--- src/rtl/info_frame_stuffing_framer_core_defines.svh ---
// assertion macros shared by the framer
`ifndef INFO_FRAME_STUFFING_FRAMER_CORE_DEFINES_SVH
`define INFO_FRAME_STUFFING_FRAMER_CORE_DEFINES_SVH

// same-cycle implication, checked after reset
`define IFSF_ASSERT_IMPL(label, clk, rst_n, ante, cons) \
    label: assert property (@(posedge clk) disable iff (!(rst_n)) (ante) |-> (cons)) \
        else $error("ifsf assertion failed");

// next-cycle implication, checked after reset
`define IFSF_ASSERT_NEXT(label, clk, rst_n, ante, cons) \
    label: assert property (@(posedge clk) disable iff (!(rst_n)) (ante) |=> (cons)) \
        else $error("ifsf assertion failed");

`endif

--- src/rtl/ifsf_pkg.sv ---
package ifsf_pkg;

    localparam int CMD_DEPTH_DEF = 4;
    localparam int SEQ_SHIFT     = 6;
    localparam int REG_IDX_W     = 3;
    localparam int PADDR_W       = 5;

    localparam logic [REG_IDX_W-1:0] REG_FLAG    = 3'd0;
    localparam logic [REG_IDX_W-1:0] REG_ESCAPE  = 3'd1;
    localparam logic [REG_IDX_W-1:0] REG_MASK    = 3'd2;
    localparam logic [REG_IDX_W-1:0] REG_ADDRESS = 3'd3;
    localparam logic [REG_IDX_W-1:0] REG_CONTROL = 3'd4;
    localparam logic [REG_IDX_W-1:0] REG_MAX_PAY = 3'd5;

    localparam logic [7:0]  FLAG_RST    = 8'h7E;
    localparam logic [7:0]  ESCAPE_RST  = 8'h7D;
    localparam logic [7:0]  MASK_RST    = 8'h20;
    localparam logic [7:0]  ADDRESS_RST = 8'h03;
    localparam logic [7:0]  CONTROL_RST = 8'h00;
    localparam logic [15:0] MAX_PAY_RST = 16'd1024;

    typedef struct packed {
        logic [7:0]  flag_value;
        logic [7:0]  escape_value;
        logic [7:0]  stuff_mask;
        logic [7:0]  address_value;
        logic [7:0]  control_base;
        logic [15:0] max_payload;
    } t_cfg;

    typedef struct packed {
        logic [7:0] data;
        logic [7:0] ctrl;
        logic [7:0] check;
        logic       open;
        logic       close;
        logic       abort;
    } t_cmd;

    typedef enum logic [3:0] {
        ST_IDLE,
        ST_OPEN_FLAG,
        ST_ADDR,
        ST_CTRL,
        ST_HCHK,
        ST_DATA,
        ST_PCHK,
        ST_CLOSE_FLAG,
        ST_ABORT
    } t_state;

endpackage

--- src/rtl/ifsf_cmd_fifo.sv ---
module ifsf_cmd_fifo import ifsf_pkg::*; #(
    parameter int DEPTH = CMD_DEPTH_DEF
) (
    input  logic i_clk,
    input  logic i_rst_n,
    input  logic i_push,
    input  t_cmd i_cmd,
    output logic o_full,
    input  logic i_pop,
    output logic o_valid,
    output t_cmd o_cmd
);

    localparam int PTR_W = (DEPTH > 1) ? $clog2(DEPTH) : 1;
    localparam int CNT_W = $clog2(DEPTH + 1);

    t_cmd             r_mem [DEPTH];
    logic [PTR_W-1:0] r_wr_ptr;
    logic [PTR_W-1:0] r_rd_ptr;
    logic [CNT_W-1:0] r_count;
    logic             do_push;
    logic             do_pop;

    assign o_full  = (r_count == CNT_W'(DEPTH));
    assign o_valid = (r_count != '0);
    assign o_cmd   = r_mem[r_rd_ptr];
    assign do_push = i_push && !o_full;
    assign do_pop  = i_pop && o_valid;

    always_ff @(posedge i_clk) begin
        if (do_push) begin
            r_mem[r_wr_ptr] <= i_cmd;
        end
    end

    always_ff @(posedge i_clk) begin
        if (!i_rst_n) begin
            r_wr_ptr <= '0;
            r_rd_ptr <= '0;
            r_count  <= '0;
        end else begin
            if (do_push) begin
                r_wr_ptr <= (r_wr_ptr == PTR_W'(DEPTH - 1)) ? '0 : r_wr_ptr + 1'b1;
            end
            if (do_pop) begin
                r_rd_ptr <= (r_rd_ptr == PTR_W'(DEPTH - 1)) ? '0 : r_rd_ptr + 1'b1;
            end
            case ({do_push, do_pop})
                2'b10:   r_count <= r_count + 1'b1;
                2'b01:   r_count <= r_count - 1'b1;
                default: r_count <= r_count;
            endcase
        end
    end

endmodule

--- src/rtl/ifsf_front.sv ---
module ifsf_front import ifsf_pkg::*; (
    input  logic       i_clk,
    input  logic       i_rst_n,
    input  t_cfg       i_cfg,
    input  logic       i_accept,
    input  logic [7:0] i_data_byte,
    input  logic       i_seq_bit,
    input  logic       i_last_byte,
    output logic       o_push,
    output t_cmd       o_cmd
);

    logic        r_in_frame;
    logic [7:0]  r_check;
    logic [15:0] r_count;
    logic        r_discarding;
    logic        n_in_frame;
    logic [7:0]  n_check;
    logic [15:0] n_count;
    logic        n_discarding;
    logic [16:0] new_count;
    logic        too_long;
    logic [7:0]  new_check;
    logic [7:0]  seq_byte;

    assign new_count = r_in_frame ? ({1'b0, r_count} + 17'd1) : 17'd1;
    assign too_long  = new_count > {1'b0, i_cfg.max_payload};
    assign new_check = (r_in_frame ? r_check : 8'h00) ^ i_data_byte;
    assign seq_byte  = 8'({7'b0, i_seq_bit} << SEQ_SHIFT);

    always_comb begin
        o_cmd.data  = i_data_byte;
        o_cmd.ctrl  = i_cfg.control_base | seq_byte;
        o_cmd.check = new_check;
        o_cmd.open  = !r_in_frame;
        o_cmd.close = i_last_byte;
        o_cmd.abort = too_long;
    end

    assign o_push = i_accept && !r_discarding;

    always_comb begin
        n_in_frame   = r_in_frame;
        n_check      = r_check;
        n_count      = r_count;
        n_discarding = r_discarding;
        if (i_accept) begin
            if (r_discarding) begin
                if (i_last_byte) begin
                    n_discarding = 1'b0;
                end
            end else if (too_long) begin
                n_in_frame   = 1'b0;
                n_check      = 8'h00;
                n_count      = 16'd0;
                n_discarding = !i_last_byte;
            end else if (i_last_byte) begin
                n_in_frame = 1'b0;
                n_check    = 8'h00;
                n_count    = 16'd0;
            end else begin
                n_in_frame = 1'b1;
                n_check    = new_check;
                n_count    = new_count[15:0];
            end
        end
    end

    always_ff @(posedge i_clk) begin
        if (!i_rst_n) begin
            r_in_frame   <= 1'b0;
            r_check      <= 8'h00;
            r_count      <= 16'd0;
            r_discarding <= 1'b0;
        end else begin
            r_in_frame   <= n_in_frame;
            r_check      <= n_check;
            r_count      <= n_count;
            r_discarding <= n_discarding;
        end
    end

endmodule

--- src/rtl/ifsf_back.sv ---
module ifsf_back import ifsf_pkg::*; (
    input  logic       i_clk,
    input  logic       i_rst_n,
    input  t_cfg       i_cfg,
    input  logic       i_cmd_valid,
    input  t_cmd       i_cmd,
    output logic       o_cmd_pop,
    input  logic       i_pop,
    output logic       o_empty,
    output logic [7:0] o_out_byte,
    output logic       o_end_of_run,
    output logic       o_closing_flag,
    output logic       o_aborted
);

    t_state     r_state;
    t_state     n_state;
    t_cmd       r_cmd;
    logic       r_esc;
    logic       r_out_valid;
    logic [7:0] r_out_byte;
    logic       r_out_eor;
    logic       r_out_fend;
    logic       r_out_abort;

    logic [7:0] seg_byte;
    logic       seg_stuffed;
    logic       seg_fend;
    logic       seg_abort;
    logic       seg_last;
    logic       need_esc;
    logic       seg_done;
    logic       advance;
    logic       emit;
    logic [7:0] line_byte;

    function automatic t_state start_state(input t_cmd cmd);
        t_state st;
        if (cmd.abort) begin
            st = ST_ABORT;
        end else if (cmd.open) begin
            st = ST_OPEN_FLAG;
        end else begin
            st = ST_DATA;
        end
        return st;
    endfunction

    // per-segment byte and attributes
    always_comb begin
        seg_byte    = 8'h00;
        seg_stuffed = 1'b0;
        seg_fend    = 1'b0;
        seg_abort   = 1'b0;
        seg_last    = 1'b0;
        unique case (r_state)
            ST_IDLE: begin
            end
            ST_OPEN_FLAG: begin
                seg_byte = i_cfg.flag_value;
            end
            ST_ADDR: begin
                seg_byte    = i_cfg.address_value;
                seg_stuffed = 1'b1;
            end
            ST_CTRL: begin
                seg_byte    = r_cmd.ctrl;
                seg_stuffed = 1'b1;
            end
            ST_HCHK: begin
                seg_byte    = i_cfg.address_value ^ r_cmd.ctrl;
                seg_stuffed = 1'b1;
            end
            ST_DATA: begin
                seg_byte    = r_cmd.data;
                seg_stuffed = 1'b1;
                seg_last    = !r_cmd.close;
            end
            ST_PCHK: begin
                seg_byte    = r_cmd.check;
                seg_stuffed = 1'b1;
            end
            ST_CLOSE_FLAG: begin
                seg_byte = i_cfg.flag_value;
                seg_fend = 1'b1;
                seg_last = 1'b1;
            end
            ST_ABORT: begin
                seg_abort = 1'b1;
                seg_last  = 1'b1;
            end
            default: begin
            end
        endcase
    end

    assign need_esc  = seg_stuffed &&
                       ((seg_byte == i_cfg.flag_value) || (seg_byte == i_cfg.escape_value));
    assign seg_done  = !need_esc || r_esc;
    assign advance   = !r_out_valid || i_pop;
    assign emit      = (r_state != ST_IDLE) && advance;
    assign line_byte = r_esc ? (seg_byte ^ i_cfg.stuff_mask)
                             : (need_esc ? i_cfg.escape_value : seg_byte);

    always_comb begin
        n_state   = r_state;
        o_cmd_pop = 1'b0;
        if (r_state == ST_IDLE) begin
            if (i_cmd_valid) begin
                o_cmd_pop = 1'b1;
                n_state   = start_state(i_cmd);
            end
        end else if (emit && seg_done) begin
            if (seg_last) begin
                if (i_cmd_valid) begin
                    o_cmd_pop = 1'b1;
                    n_state   = start_state(i_cmd);
                end else begin
                    n_state = ST_IDLE;
                end
            end else begin
                unique case (r_state)
                    ST_OPEN_FLAG: n_state = ST_ADDR;
                    ST_ADDR:      n_state = ST_CTRL;
                    ST_CTRL:      n_state = ST_HCHK;
                    ST_HCHK:      n_state = ST_DATA;
                    ST_DATA:      n_state = ST_PCHK;
                    ST_PCHK:      n_state = ST_CLOSE_FLAG;
                    default:      n_state = ST_IDLE;
                endcase
            end
        end
    end

    always_ff @(posedge i_clk) begin
        if (!i_rst_n) begin
            r_state     <= ST_IDLE;
            r_esc       <= 1'b0;
            r_out_valid <= 1'b0;
        end else begin
            r_state <= n_state;
            if (emit) begin
                r_esc <= need_esc && !r_esc;
            end
            if (advance) begin
                r_out_valid <= emit;
            end
        end
    end

    always_ff @(posedge i_clk) begin
        if (o_cmd_pop) begin
            r_cmd <= i_cmd;
        end
        if (emit) begin
            r_out_byte  <= line_byte;
            r_out_eor   <= seg_last && seg_done;
            r_out_fend  <= seg_fend;
            r_out_abort <= seg_abort;
        end
    end

    assign o_empty        = !r_out_valid;
    assign o_out_byte     = r_out_byte;
    assign o_end_of_run   = r_out_eor;
    assign o_closing_flag = r_out_fend;
    assign o_aborted      = r_out_abort;

endmodule

--- src/rtl/info_frame_stuffing_framer_core.sv ---
// info frame stuffing framer
// input channel: push/full carries payload bytes with a sequence bit and a
// last-byte marker; an item is taken when push is high and full is low
// result channel: empty/pop presents line bytes oldest first; a result
// leaves when pop is high and empty is low; end_of_run marks the last line
// byte an item causes, closing_flag the closing flag, aborted an oversize frame
// an item makes 1 to 12 line bytes, one per cycle from the back sequencer
// while pop keeps up; for an item taken when idle, the first line byte
// passes the command queue, sequencer state and output register; a payload
// byte in an open frame makes 1 line byte, an escaped one 2, a frame's
// first byte 5 to 9, its last 3 to 5, a one-byte frame 7 to 12, an abort 1
// a command queue of CMD_DEPTH items decouples the input side from the line
// sequencer, so input keeps flowing while a result waits to be taken
// when the receiver stalls, the output register holds, the sequencer halts,
// and full rises once the command queue fills
// reset (synchronous, active low) closes any open frame, clears the check,
// count and discard state, empties the queue and loads the default registers
// registers on the apb port: flag, escape, stuff mask, address, control base,
// max payload; write them only while the block is idle
module info_frame_stuffing_framer_core import ifsf_pkg::*; #(
    parameter int CMD_DEPTH = CMD_DEPTH_DEF
) (
    input  logic               i_clk,
    input  logic               i_rst_n,
    input  logic               push,
    output logic               full,
    input  logic [7:0]         i_data_byte,
    input  logic               i_seq_bit,
    input  logic               i_last_byte,
    output logic               empty,
    input  logic               pop,
    output logic [7:0]         o_out_byte,
    output logic               o_end_of_run,
    output logic               o_closing_flag,
    output logic               o_aborted,
    input  logic               psel,
    input  logic               penable,
    input  logic               pwrite,
    input  logic [PADDR_W-1:0] paddr,
    input  logic [31:0]        pwdata,
    output logic [31:0]        prdata,
    output logic               pready
);

    `include "info_frame_stuffing_framer_core_defines.svh"

    t_cfg                 r_cfg;
    logic [REG_IDX_W-1:0] reg_idx;
    logic                 cfg_write;
    logic                 in_accept;
    logic                 front_push;
    t_cmd                 front_cmd;
    logic                 cmd_valid;
    t_cmd                 cmd_head;
    logic                 cmd_pop;

    assign pready    = 1'b1;
    assign reg_idx   = paddr[PADDR_W-1:2];
    assign cfg_write = psel && penable && pwrite && pready;
    assign in_accept = push && !full;

    always_ff @(posedge i_clk) begin
        if (!i_rst_n) begin
            r_cfg.flag_value    <= FLAG_RST;
            r_cfg.escape_value  <= ESCAPE_RST;
            r_cfg.stuff_mask    <= MASK_RST;
            r_cfg.address_value <= ADDRESS_RST;
            r_cfg.control_base  <= CONTROL_RST;
            r_cfg.max_payload   <= MAX_PAY_RST;
        end else if (cfg_write) begin
            unique case (reg_idx)
                REG_FLAG:    r_cfg.flag_value    <= pwdata[7:0];
                REG_ESCAPE:  r_cfg.escape_value  <= pwdata[7:0];
                REG_MASK:    r_cfg.stuff_mask    <= pwdata[7:0];
                REG_ADDRESS: r_cfg.address_value <= pwdata[7:0];
                REG_CONTROL: r_cfg.control_base  <= pwdata[7:0];
                REG_MAX_PAY: r_cfg.max_payload   <= pwdata[15:0];
                default: begin
                end
            endcase
        end
    end

    always_comb begin
        unique case (reg_idx)
            REG_FLAG:    prdata = {24'h0, r_cfg.flag_value};
            REG_ESCAPE:  prdata = {24'h0, r_cfg.escape_value};
            REG_MASK:    prdata = {24'h0, r_cfg.stuff_mask};
            REG_ADDRESS: prdata = {24'h0, r_cfg.address_value};
            REG_CONTROL: prdata = {24'h0, r_cfg.control_base};
            REG_MAX_PAY: prdata = {16'h0, r_cfg.max_payload};
            default:     prdata = 32'h0;
        endcase
    end

    ifsf_front u_front (
        .i_clk       (i_clk),
        .i_rst_n     (i_rst_n),
        .i_cfg       (r_cfg),
        .i_accept    (in_accept),
        .i_data_byte (i_data_byte),
        .i_seq_bit   (i_seq_bit),
        .i_last_byte (i_last_byte),
        .o_push      (front_push),
        .o_cmd       (front_cmd)
    );

    ifsf_cmd_fifo #(
        .DEPTH (CMD_DEPTH)
    ) u_fifo (
        .i_clk   (i_clk),
        .i_rst_n (i_rst_n),
        .i_push  (front_push),
        .i_cmd   (front_cmd),
        .o_full  (full),
        .i_pop   (cmd_pop),
        .o_valid (cmd_valid),
        .o_cmd   (cmd_head)
    );

    ifsf_back u_back (
        .i_clk          (i_clk),
        .i_rst_n        (i_rst_n),
        .i_cfg          (r_cfg),
        .i_cmd_valid    (cmd_valid),
        .i_cmd          (cmd_head),
        .o_cmd_pop      (cmd_pop),
        .i_pop          (pop),
        .o_empty        (empty),
        .o_out_byte     (o_out_byte),
        .o_end_of_run   (o_end_of_run),
        .o_closing_flag (o_closing_flag),
        .o_aborted      (o_aborted)
    );

    `IFSF_ASSERT_IMPL(a_abort_ends_run, i_clk, i_rst_n,
        !empty && o_aborted, o_end_of_run && !o_closing_flag && (o_out_byte == 8'h00))
    `IFSF_ASSERT_IMPL(a_close_is_flag, i_clk, i_rst_n,
        !empty && o_closing_flag, o_end_of_run && (o_out_byte == r_cfg.flag_value))
    `IFSF_ASSERT_NEXT(a_hold_while_stalled, i_clk, i_rst_n,
        !empty && !pop, !empty && $stable(o_out_byte) && $stable(o_end_of_run))

endmodule
--- config.mk ---
export PLATFORM = sky130hd
export DESIGN_NAME = info_frame_stuffing_framer_core
export DESIGN_NICKNAME = d
export VERILOG_FILES = /design/src/rtl/ifsf_pkg.sv /design/src/rtl/ifsf_cmd_fifo.sv /design/src/rtl/ifsf_front.sv /design/src/rtl/ifsf_back.sv /design/src/rtl/info_frame_stuffing_framer_core.sv
export VERILOG_INCLUDE_DIRS = /design/src /design/src/rtl
export SDC_FILE = /design/constraint.sdc
export NUM_CORES = 1
export LEC_CHECK = 0
export ABC_CLOCK_PERIOD_IN_PS = 4240
export BUFFER_PORTS_ARGS = -buffer_cell sky130_fd_sc_hd__buf_2
export CAP_MARGIN = 30
export CORE_MARGIN = 2
export CORE_UTILIZATION = 35
export DETAILED_ROUTE_END_ITERATION = 12
export PLACE_DENSITY_LB_ADDON = 0.25
export RECOVER_POWER = 100
export SLEW_MARGIN = 20
export SYNTH_ARGS = -nofsm -noshare
export SYNTH_HDL_FRONTEND = slang
export SYNTH_SLANG_ARGS = --single-unit
--- constraint.sdc ---
create_clock -name i_clk -period 4.24 [get_ports i_clk]
set_input_delay 0.848 -clock i_clk [delete_from_list [all_inputs] [get_ports i_clk]]
set_output_delay 0.848 -clock i_clk [all_outputs]
set_load 0.01 [all_outputs]
== Word-level counts from Yosys, hierarchy flattened ==
Memory sizes are Yosys's and may differ from the RTL's. A register that Yosys moved wholly into a read port is not among the register bits.
Index checks and enable logic that the tools add are counted.

* Flip-flop bits (word level): 131
* Memory bits (writable): 108
* Output and inout bits: 46
* Memories kept: 1

* Add/sub/neg operators: 5
* Magnitude comparators: 1
* Equal/unequal tests: 21
* Multiplexer cells: 37
* Bitwise logic cells: 5
* Reduce and logical (&&, ||, !) cells: 39

{| class="wikitable"
|+ Memories
! name !! words !! width !! rd ports !! clocked after Yosys merged registers in !! write ports !! line !! RTL
|-
| u_fifo.r_mem || 4 || 27 || 1 || 1 || 1 || ifsf_cmd_fifo.sv:17 || <nowiki>t_cmd r_mem [DEPTH];</nowiki>
|}

{| class="wikitable"
|+ Operator list
! kind !! number
|-
| case mux 16 bit (6 select lines) || 1
|-
| case mux 8 bit (6 select lines) || 1
|-
| 2-to-1 mux 8 bit || 5
|-
| 2-to-1 mux 16 bit || 2
|-
| 2-to-1 mux 4 bit || 6
|-
| bitwise XOR 8 bit || 3
|-
| case mux 3 bit (6 select lines) || 1
|-
| adder 16 x 1 -> 17 bit (second input constant) || 1
|-
| greater-than comparator 17 x 16 -> 1 bit || 1
|-
| 2-to-1 mux 17 bit || 1
|-
| == test 4 x 3 -> 1 bit (second input constant) || 4
|-
| == test 8 bit || 2
|-
| AND reduction 2 bit || 8
|-
| 2-to-1 mux 1 bit || 13
|-
| logical AND 1 bit || 11
|-
| == test 3 bit (second input constant) || 3
|-
| == test 4 x 2 -> 1 bit (second input constant) || 2
|-
| zero test 1 bit || 8
|-
| 2-to-1 mux 2 bit || 4
|-
| OR 8 x 7 -> 8 bit || 1
|-
| == test 2 bit (second input constant) || 3
|-
| == test 3 x 2 -> 1 bit (second input constant) || 2
|-
| case mux 3 bit (2 select lines) || 1
|-
| OR reduction 5 bit || 1
|-
| 18 further kinds || 23
|}

== Longest topological paths before layout ==
Gate-level depths: netlist of the first run.

* Word-level depth: 14
* Depth in mapped cells: 18
* Mapped depth without buffers: 16

== By module ==
From an unflattened synthesis of the first run, not the netlist that was laid out.

* Cell total of the unflattened synthesis: 992
* Area, all modules: 12,034.0 µm²

{| class="wikitable"
|+ By module, submodules not included
! module !! instances !! cells an instance !! area an instance (µm²) !! seq. area each (µm²)
|-
| ifsf_cmd_fifo || 1 || 197 || 4,439.3 || 3,423.3
|-
| info_frame_stuffing_framer_core || 1 || 302 || 2,847.7 || 1,121.1
|-
| ifsf_back || 1 || 267 || 2,841.5 || 1,201.2
|-
| ifsf_front || 1 || 226 || 1,905.6 || 520.5
|}

== Least setup slack after synthesis of the first run ==
No wires, ideal clock.

* Path kind: reg2reg
* Start: register u_back.r_state[2]
* End: register u_back.r_cmd[10] in the netlist's numbering (enable)
* Setup time: 0.407 ns
* Data arrival time: 3.069 ns
* Path slack: 0.764 ns
* Stages on the path, launching flop included: 10
* Period minus slack after synthesis: 3.476 ns
* Cells stage by stage: dfxtp_1 -> buf_4 -> mux2_4 -> a32o_1 -> a211oi_1 -> xnor2_1 -> o2111ai_1 -> nor4_2 -> o21a_1 -> nor2_1

* Cells in the longest elaborated chain, start to end: 11

{| class="wikitable"
|+ Ends and longest elaborated chain
! what !! line !! RTL
|-
| start, declared || ifsf_back.sv:16 || <nowiki>t_state r_state;</nowiki>
|-
| start signal, assigned || ifsf_back.sv:141 || <nowiki>r_state <= n_state;</nowiki>
|-
| == test 4 x 3 -> 1 bit or == test 4 x 1 -> 1 bit (tied branches) || ifsf_back.sv:56 || <nowiki>unique case (r_state)</nowiki>
|-
| OR reduction 2 bit (no line) || - ||
|-
| case mux 8 bit (6 select lines) || ifsf_back.sv:56 ||
|-
| == test 8 bit || ifsf_back.sv:98 || <nowiki>((seg_byte == i_cfg.flag_value) || (seg_byte == i_cfg.escape_value));</nowiki>
|-
| logical OR 1 bit || ifsf_back.sv:98 ||
|-
| logical AND 1 bit || ifsf_back.sv:97 || <nowiki>assign need_esc = seg_stuffed &&</nowiki>
|-
| zero test 1 bit || ifsf_back.sv:99 || <nowiki>assign seg_done = !need_esc || r_esc;</nowiki>
|-
| logical OR 1 bit || ifsf_back.sv:99 ||
|-
| logical AND 1 bit || ifsf_back.sv:113 || <nowiki>end else if (emit && seg_done) begin</nowiki>
|-
| 2-to-1 mux 1 bit || ifsf_back.sv:113 ||
|-
| 2-to-1 mux 1 bit * || ifsf_back.sv:108 || <nowiki>if (r_state == ST_IDLE) begin</nowiki>
|-
| end signal, assigned || ifsf_back.sv:153 || <nowiki>r_cmd <= i_cmd;</nowiki>
|-
| end, declared || ifsf_back.sv:18 || <nowiki>t_cmd r_cmd;</nowiki>
|}

Mark *: on every way between the ends. The rest lies on a longest branch, timed or not.
A chain may end at the register's enable or synchronous reset.

== Final worst setup path of the first run ==
* Start: register u_back.r_state[2]
* End: register u_back.r_out_byte[5] (netlist: u_back.o_out_byte[5]) (data pin)

* Cells in the longest elaborated chain, start to end: 8

{| class="wikitable"
|+ Ends and longest elaborated chain
! what !! line !! RTL
|-
| == test 4 x 3 -> 1 bit or == test 4 x 1 -> 1 bit (tied branches) || ifsf_back.sv:56 ||
|-
| OR reduction 2 bit (no line) || - ||
|-
| case mux 8 bit (6 select lines) || ifsf_back.sv:56 ||
|-
| == test 8 bit || ifsf_back.sv:98 ||
|-
| logical OR 1 bit || ifsf_back.sv:98 ||
|-
| logical AND 1 bit || ifsf_back.sv:97 ||
|-
| 2-to-1 mux 8 bit || ifsf_back.sv:103 || <nowiki>: (need_esc ? i_cfg.escape_value : seg_byte);</nowiki>
|-
| 2-to-1 mux 8 bit * || ifsf_back.sv:102 || <nowiki>assign line_byte = r_esc ? (seg_byte ^ i_cfg.stuff_mask)</nowiki>
|-
| net u_back.line_byte[5] || ifsf_back.sv:35 || <nowiki>logic [7:0] line_byte;</nowiki>
|-
| end signal, assigned || ifsf_back.sv:156 || <nowiki>r_out_byte <= line_byte;</nowiki>
|-
| end, declared || ifsf_back.sv:21 || <nowiki>logic [7:0] r_out_byte;</nowiki>
|}

The timed path passes the listed nets; every way through them passes the cells marked *.

==> results of run 1 <==
==> final timing paths <==
path	to	start	slack (ns)	cells after the start
min	u_front.r_check[1]	u_front.r_check[1]	0.45	2
min reg2reg	u_front.r_check[1]	u_front.r_check[1]	0.45	2
max	u_back.o_out_byte[5]	u_back.r_state[2]	0.32	12
max reg2reg	u_back.o_out_byte[5]	u_back.r_state[2]	0.32	12
==> registers in the layout, summed over array words and instances, names as in the netlist, 2 cells and up, named ones only <==
signal,flops
r_cfg,56
u_back.o_out_byte,8
u_back.r_cmd,25
u_back.r_state,4
u_fifo.r_count,3
u_fifo.r_mem,108
u_fifo.r_rd_ptr,2
u_fifo.r_wr_ptr,2
u_front.r_check,8
u_front.r_count,16
==> report_power, final <==
part           leakage (nW)  internal [mW]  total, mW  switching, mW
registers              2.12           2.94       3.11          0.168
clock network         0.444           1.43       2.36          0.923
logic                  2.01          0.636       1.62          0.987
==> final cells by class <==
class / count / area, um2
clock inverters: 12 / 105
repair buffers: 101 / 478
well taps: 402 / 503
fillers: 2990 / 18800
inverters: 46 / 173
clock buffers: 40 / 807
multi-input cells: 643 / 4550
flip-flops and latches: 241 / 6270
==> metal layers <==
metal / vias to the layer above / GRT usage / wire, um
met3: 39 / 0.0234 / 1080
met1: 3644 / 0.219 / 12700
met4: 0 / 0.0486 / 618
li1: 3688 / - / -
met2: 159 / 0.262 / 12500
met5: - / 0 / 0
==> synthesized netlist by cell type (11+ instances only) <==
cell type    n  share of area
o31ai_1     11         0.0073
ha_1        23          0.025
buf_4       21          0.014
clkbuf_1    36          0.012
nand3_1     20         0.0089
mux2i_1     45          0.040
nand2_1    126          0.042
nor2_1      75          0.025
mux2_2      14          0.014
mux4_2      27          0.054
o21ai_0     35          0.016
dfxtp_1     97           0.17
edfxtp_1   144           0.38
a21oi_1     44          0.020
xnor2_1     12         0.0093
inv_1       44          0.015
xor2_1      30          0.023
==> cells by family after synthesis <==
kind of cell,count (synthesis),synth area share
AND/OR/NAND/NOR,315,0.137
flip-flops,241,0.555
AO/OA/AOI/OAI,158,0.0921
buffers and inverters,114,0.0465
multiplexers,87,0.109
XOR/XNOR,42,0.0326
adder cells (fa/ha/maj),24,0.0273
other,2,0.000665
==> placed cells by master (no fill, tap or decap), types with 11 or more instances in the layout <==
master	count
clkbuf_16	29
mux4_2	27
nor2_1	74
xor2_1	30
nand3_1	20
dfxtp_1	95
clkbuf_1	65
a21oi_1	44
xnor2_1	12
mux2i_1	45
o21ai_0	35
nand2_1	126
buf_4	17
mux2_2	14
o31ai_1	11
buf_2	24
inv_1	43
ha_1	23
edfxtp_1	144
conb_1	17
==> tightest hold or removal path: cells and delay by family, from the launching register on <==
family | cells | cell delay, ns
flip-flops | 1 | 0.32
AO/OA/AOI/OAI | 1 | 0.05
AND/OR/NAND/NOR | 1 | 0.04
==> stage by stage <==
step                setup WS [ns]  std cells
finish                      0.321       1485
global route               0.0203       1485
CTS                         0.322       1485
detailed placement          0.356       1433
global placement            0.334       1433
floorplan                   0.764        998
==> flow_summary.ini, run 1 <==
[run]
maxCapViolCount = 2

[detailed_routing]
wl_mm = 26.9
drtAntennaViolNets = 0
drt-vias-per-instance = 5.07
drt_iter0_drc = 520
drc = 0
first_pass_iters = 5
vias = 7530
wire_per_inst_um = 18.1

[worst_setup_path]
cp-start-kind = flip-flop
critPathBufInv = 3
worstPathRequired_ns = 4.52
path_cells = buf_4 > mux2_4 > a32o_1 > a211oi_1 > clkbuf_1 > xnor2_1 > o2111ai_1 > nor4_2 > clkbuf_4 > o21ai_1 > mux2i_1 > mux2_2
max_stage_delay_ns = 0.85
critPathArrivalTime_ns = 4.20
path_class = reg -> reg
worst_path_dominant_cell_family = compound AO/OA/AOI/OAI gates
end_kind = flip-flop
slowest_stage = o21ai_1
crit_fanout = 12

[finish]
finalInstanceArea_um2 = 12900
fin_nets = 1139
final_layout_size_suffix_gt1_frac = 0.132
n_antenna_cell = 0
post-route-util = 0.407
syn2layout_area_growth_pct = 14.1

[timing]
fmax_mhz = 255
whs_ns = 0.450
grt_setup_unrepaired = false
fin_crit_sh = 0.924
final-setup-viol-count = 0
hold_viol_final = 0
skew_ns = 0.00900
tns_ns = 0
maxSlewHeadroom = -0.530
maxSlewViolCount = 56
tightest_slew_ns = 2.29
finalCriticalPeriod_ns = 3.92

[place]
buffer_ports.inserted = 64
globalplace.congestion = 0.841
place_hpwl_mm = 18.5
dpl_cell_area_um2 = 12100

[cts]
cts.clk_slew.worst_paths_ns = 0.06
cts_buffers = 28
postCtsSetupRepairBufs = 0
cts_resized = 0
hold_buffers = 0
clock_path_buffers = 3
root_buffer = clkbuf_16
cts.sinks = 241
cts_tree = built
clkLatencyLatePin_ns = 0.54
ctsHtreeMaxLevel = 1

[synth]
synthFlopType = edfxtp_1
avgSynthCellArea_um2 = 11.5
synth_warnings = 0
ys_types = 78
synth_area_um2 = 11300
synth_edf_count = 144
synthArstFlopShare = 0
syn_inst = 983
synth_seq_cells = 241
yosysSeqAreaShare = 0.555

[global_routing]
grt_pass1_vias = 7386
grt_max_degree = 54
antenna_found_initial = 0
grt_pass1_wl_mm = 41.8
grt_overflow = 0
track_usage = 0.160

[power_and_ir_drop]
ir_drop_mv = 0.284
pwr_density_cell_nw_per_um2 = 551
p_leak_nw = 4.57
p_total_mw = 7.09

[run_status]
status = finished with violations
failed_checks = capacitance limit, slew limit

[floorplanning]
rows = 65
die_h_um = 184
coreArea_um2 = 31600
start_util = 0.357
io_pins = 100
dieWidth_um = 184
die_area_um2 = 33700

[hold_path]
min_path_type = reg -> reg
(Power assumes the default switching activity.)
==> inputs of run 2 (changes only) <==
--- a/config.mk
+++ b/config.mk
@@ -6,7 +6,8 @@
 export SDC_FILE = /design/constraint.sdc
 export NUM_CORES = 1
 export LEC_CHECK = 0
-export ABC_CLOCK_PERIOD_IN_PS = 4240
+export ABC_AREA = 1
+export ABC_CLOCK_PERIOD_IN_PS = 4000
 export BUFFER_PORTS_ARGS = -buffer_cell sky130_fd_sc_hd__buf_2
 export CAP_MARGIN = 30
 export CORE_MARGIN = 2
==> constraint.sdc (replaced) <==
create_clock -name i_clk -period 4 [get_ports i_clk]
set_input_delay 0.8 -clock i_clk [delete_from_list [all_inputs] [get_ports i_clk]]
set_output_delay 0.8 -clock i_clk [all_outputs]
set_load 0.01 [all_outputs]
==> flow_summary.ini, run 2 <==
[run_status]
status = finished with violations
failed_checks = capacitance limit, slew limit

[worst_setup_path]
path_cells = nor3_1 > clkbuf_1 > nor2_1 > inv_1 > nor2_1 > clkinv_1 > clkbuf_1 > nor2_1 > buf_4
cp-start-kind = flip-flop
end_kind = flip-flop
crit-reg2reg-launch = u_fifo.r_count[0]
critPathBufInv = 5
critPathArrivalTime_ns = 3.83
crit_top_cell = nor2_1
crit_fanout = 34
r2r-end = u_fifo.r_mem[1][8]
r2r_cells = 9
worstPathRequired_ns = 4.25
r2r_setup_slack_ns = 0.42
slowest_stage = clkbuf_1
crit_cells = 9
worstSetupStartpoint = u_fifo.r_count[0]
crit_end = u_fifo.r_mem[1][8]
path_class = reg -> reg
max_stage_delay_ns = 1.14
worst_path_dominant_cell_family = buffers and inverters

[finish]
fill_cells = 3160
layout_commonest_cell = nand2_1
finalInstanceArea_um2 = 12900
final_layout_size_suffix_gt1_frac = 0.0789
final_cell_mix = nand2_1 (200), nor2_1 (152), edfxtp_1 (144)
fin_cells = 1759
syn2layout_area_growth_pct = 14.0
largest_reg_flops = 108
reg_top3 = u_fifo.r_mem: 108 flops, r_cfg: 56 flops, u_back.r_cmd: 25 flops
n_antenna_cell = 0
top_register = u_fifo.r_mem
fin_nets = 1413

[synth]
yosysSeqAreaShare = 0.556
synth_top_area_share = 0.384
synth_warnings = 0
synthArstFlopShare = 0
synth_seq_cells = 241
synth.area.top_cells = edfxtp_1 (38%), dfxtp_1 (17%), nand2_1 (6.6%)
synth_area_um2 = 11300
ys_types = 43
syn_inst = 1269
synth.most_common_cell = nand2_1
yosysTopAreaCell = edfxtp_1
synth_common_cells = nand2_1 (198), nor2_1 (152), edfxtp_1 (144)
synthFlopType = edfxtp_1
synth_edf_count = 144
avgSynthCellArea_um2 = 8.88

[timing]
skew_ns = 0.0128
fmax_mhz = 280
tns_ns = 0
grt_setup_unrepaired = false
final-setup-viol-count = 0
maxSlewHeadroom = -0.0275
tightest_slew_ns = 1.54
finalCriticalPeriod_ns = 3.58
final.setup.worst_slack_ns = 0.425
fin_crit_sh = 0.894
maxSlewViolCount = 35
hold_viol_final = 0
whs_ns = 0.446

[global_routing]
grt_max_degree = 59
grt_overflow = 0
grt_pass1_vias = 8166
antenna_found_initial = 0
grt_pass1_wl_mm = 44.7
track_usage = 0.169

[power_and_ir_drop]
pwr_density_cell_nw_per_um2 = 581
ir_drop_mv = 0.383
p_leak_nw = 4.99

[cts]
cts_resized = 0
postCtsSetupRepairBufs = 0
root_buffer = clkbuf_16
cts.sinks = 241
cts_buffers = 28
clkLatencyLatePin_ns = 0.53
clock_path_buffers = 3
hold_buffers = 0
cts.clk_slew.worst_paths_ns = 0.06
ctsHtreeMaxLevel = 1
cts_tree = built

[floorplanning]
io_pins = 100
rows = 65
dieWidth_um = 183
die_area_um2 = 33700
coreArea_um2 = 31600
die_h_um = 183
start_util = 0.356

[detailed_routing]
drc = 0
first_pass_iters = 5
vias = 8754
drt_iter0_drc = 643
drt-vias-per-instance = 4.98
wire_per_inst_um = 16.2
drtAntennaViolNets = 0
wl_mm = 28.4

[place]
dp.cells = 1707
dpl_cell_area_um2 = 12000
buffer_ports.inserted = 64
globalplace.congestion = 0.856
place_hpwl_mm = 19.8
pre_cts_ws_ns = 0.296

[run]
maxCapViolCount = 1

[hold_path]
min_path_type = reg -> reg
run 2: cell count changes after synthesis, moves of 11 or more:
cell     delta
a21oi_1    +63
inv_1      +93
mux2_2     -14
mux2i_1    -45
mux4_2     -27
nand2_1    +72
nand3_1    +52
nor2_1     +77
o21ai_0    +95
o22ai_1    +24
o31ai_1    -11
xnor2_1    -12
xor2_1     -20
run 2: cell type report:
class                   instances  area [um2]  area share
clock buffers                  41         851      0.0662
clock inverters                11         121     0.00944
inverters                     147         552      0.0429
multi-input cells             832        4170       0.325
flip-flops and latches        241        6270       0.488
well taps                     402         503      0.0391
repair buffers                 85         385      0.0300
run 2: kinds of logic (layout without fill, tap and decap cells):
kind of cell / after synthesis / count (layout) / share of synthesized area
AO/OA/AOI/OAI: 311 / 311 / 0.152
XOR/XNOR: 10 / 10 / 0.00777
adder cells (fa/ha/maj): 24 / 24 / 0.0273
buffers and inverters: 211 / 284 / 0.0780
flip-flops: 241 / 241 / 0.556
other: 2 / 17 / 0.000666
AND/OR/NAND/NOR: 470 / 470 / 0.178
run 2: worst min-delay path: stages (launching register included):
cell	delay, ns
dfxtp_1	0.31
inv_1	0.05
a21oi_1	0.05
run 2: where the power goes:
group          switching [mW]  internal [mW]
logic                    1.16          0.437
clock network           0.999           1.61
registers               0.149           3.12
total                    2.31           5.16
run 2: metrics by stage:
stage,total power [mW],utilization
global placement,4.95,0.379
floorplan,4.43,-
CTS,7.62,0.410
finish,7.46,0.406
global route,7.89,0.406
detailed placement,4.98,0.379
run 2: per-layer routing:
| metal | track usage | part of all wire |
|---|---|---|
| met3 | 0.0214 | 0.044 |
| met1 | 0.239 | 0.47 |
| met4 | 0.0493 | 0.023 |
| met2 | 0.273 | 0.46 |
| met5 | 0 | 0 |
run 2: worst min-delay path by stage:
| stage | depth (start not counted) | slack [ns] | start | to |
|---|---|---|---|---|
| CTS | 2 | 0.45 | u_front.r_discarding | u_front.r_discarding |
| finish | 2 | 0.45 | u_front.r_discarding | u_front.r_discarding |
| global route | 2 | 0.48 | u_front.r_discarding | u_front.r_discarding |
| global placement | 2 | 0.44 | u_front.r_discarding | u_front.r_discarding |
| detailed placement | 2 | 0.44 | u_front.r_discarding | u_front.r_discarding |
| floorplan | 2 | 0.43 | u_front.r_discarding | u_front.r_discarding |
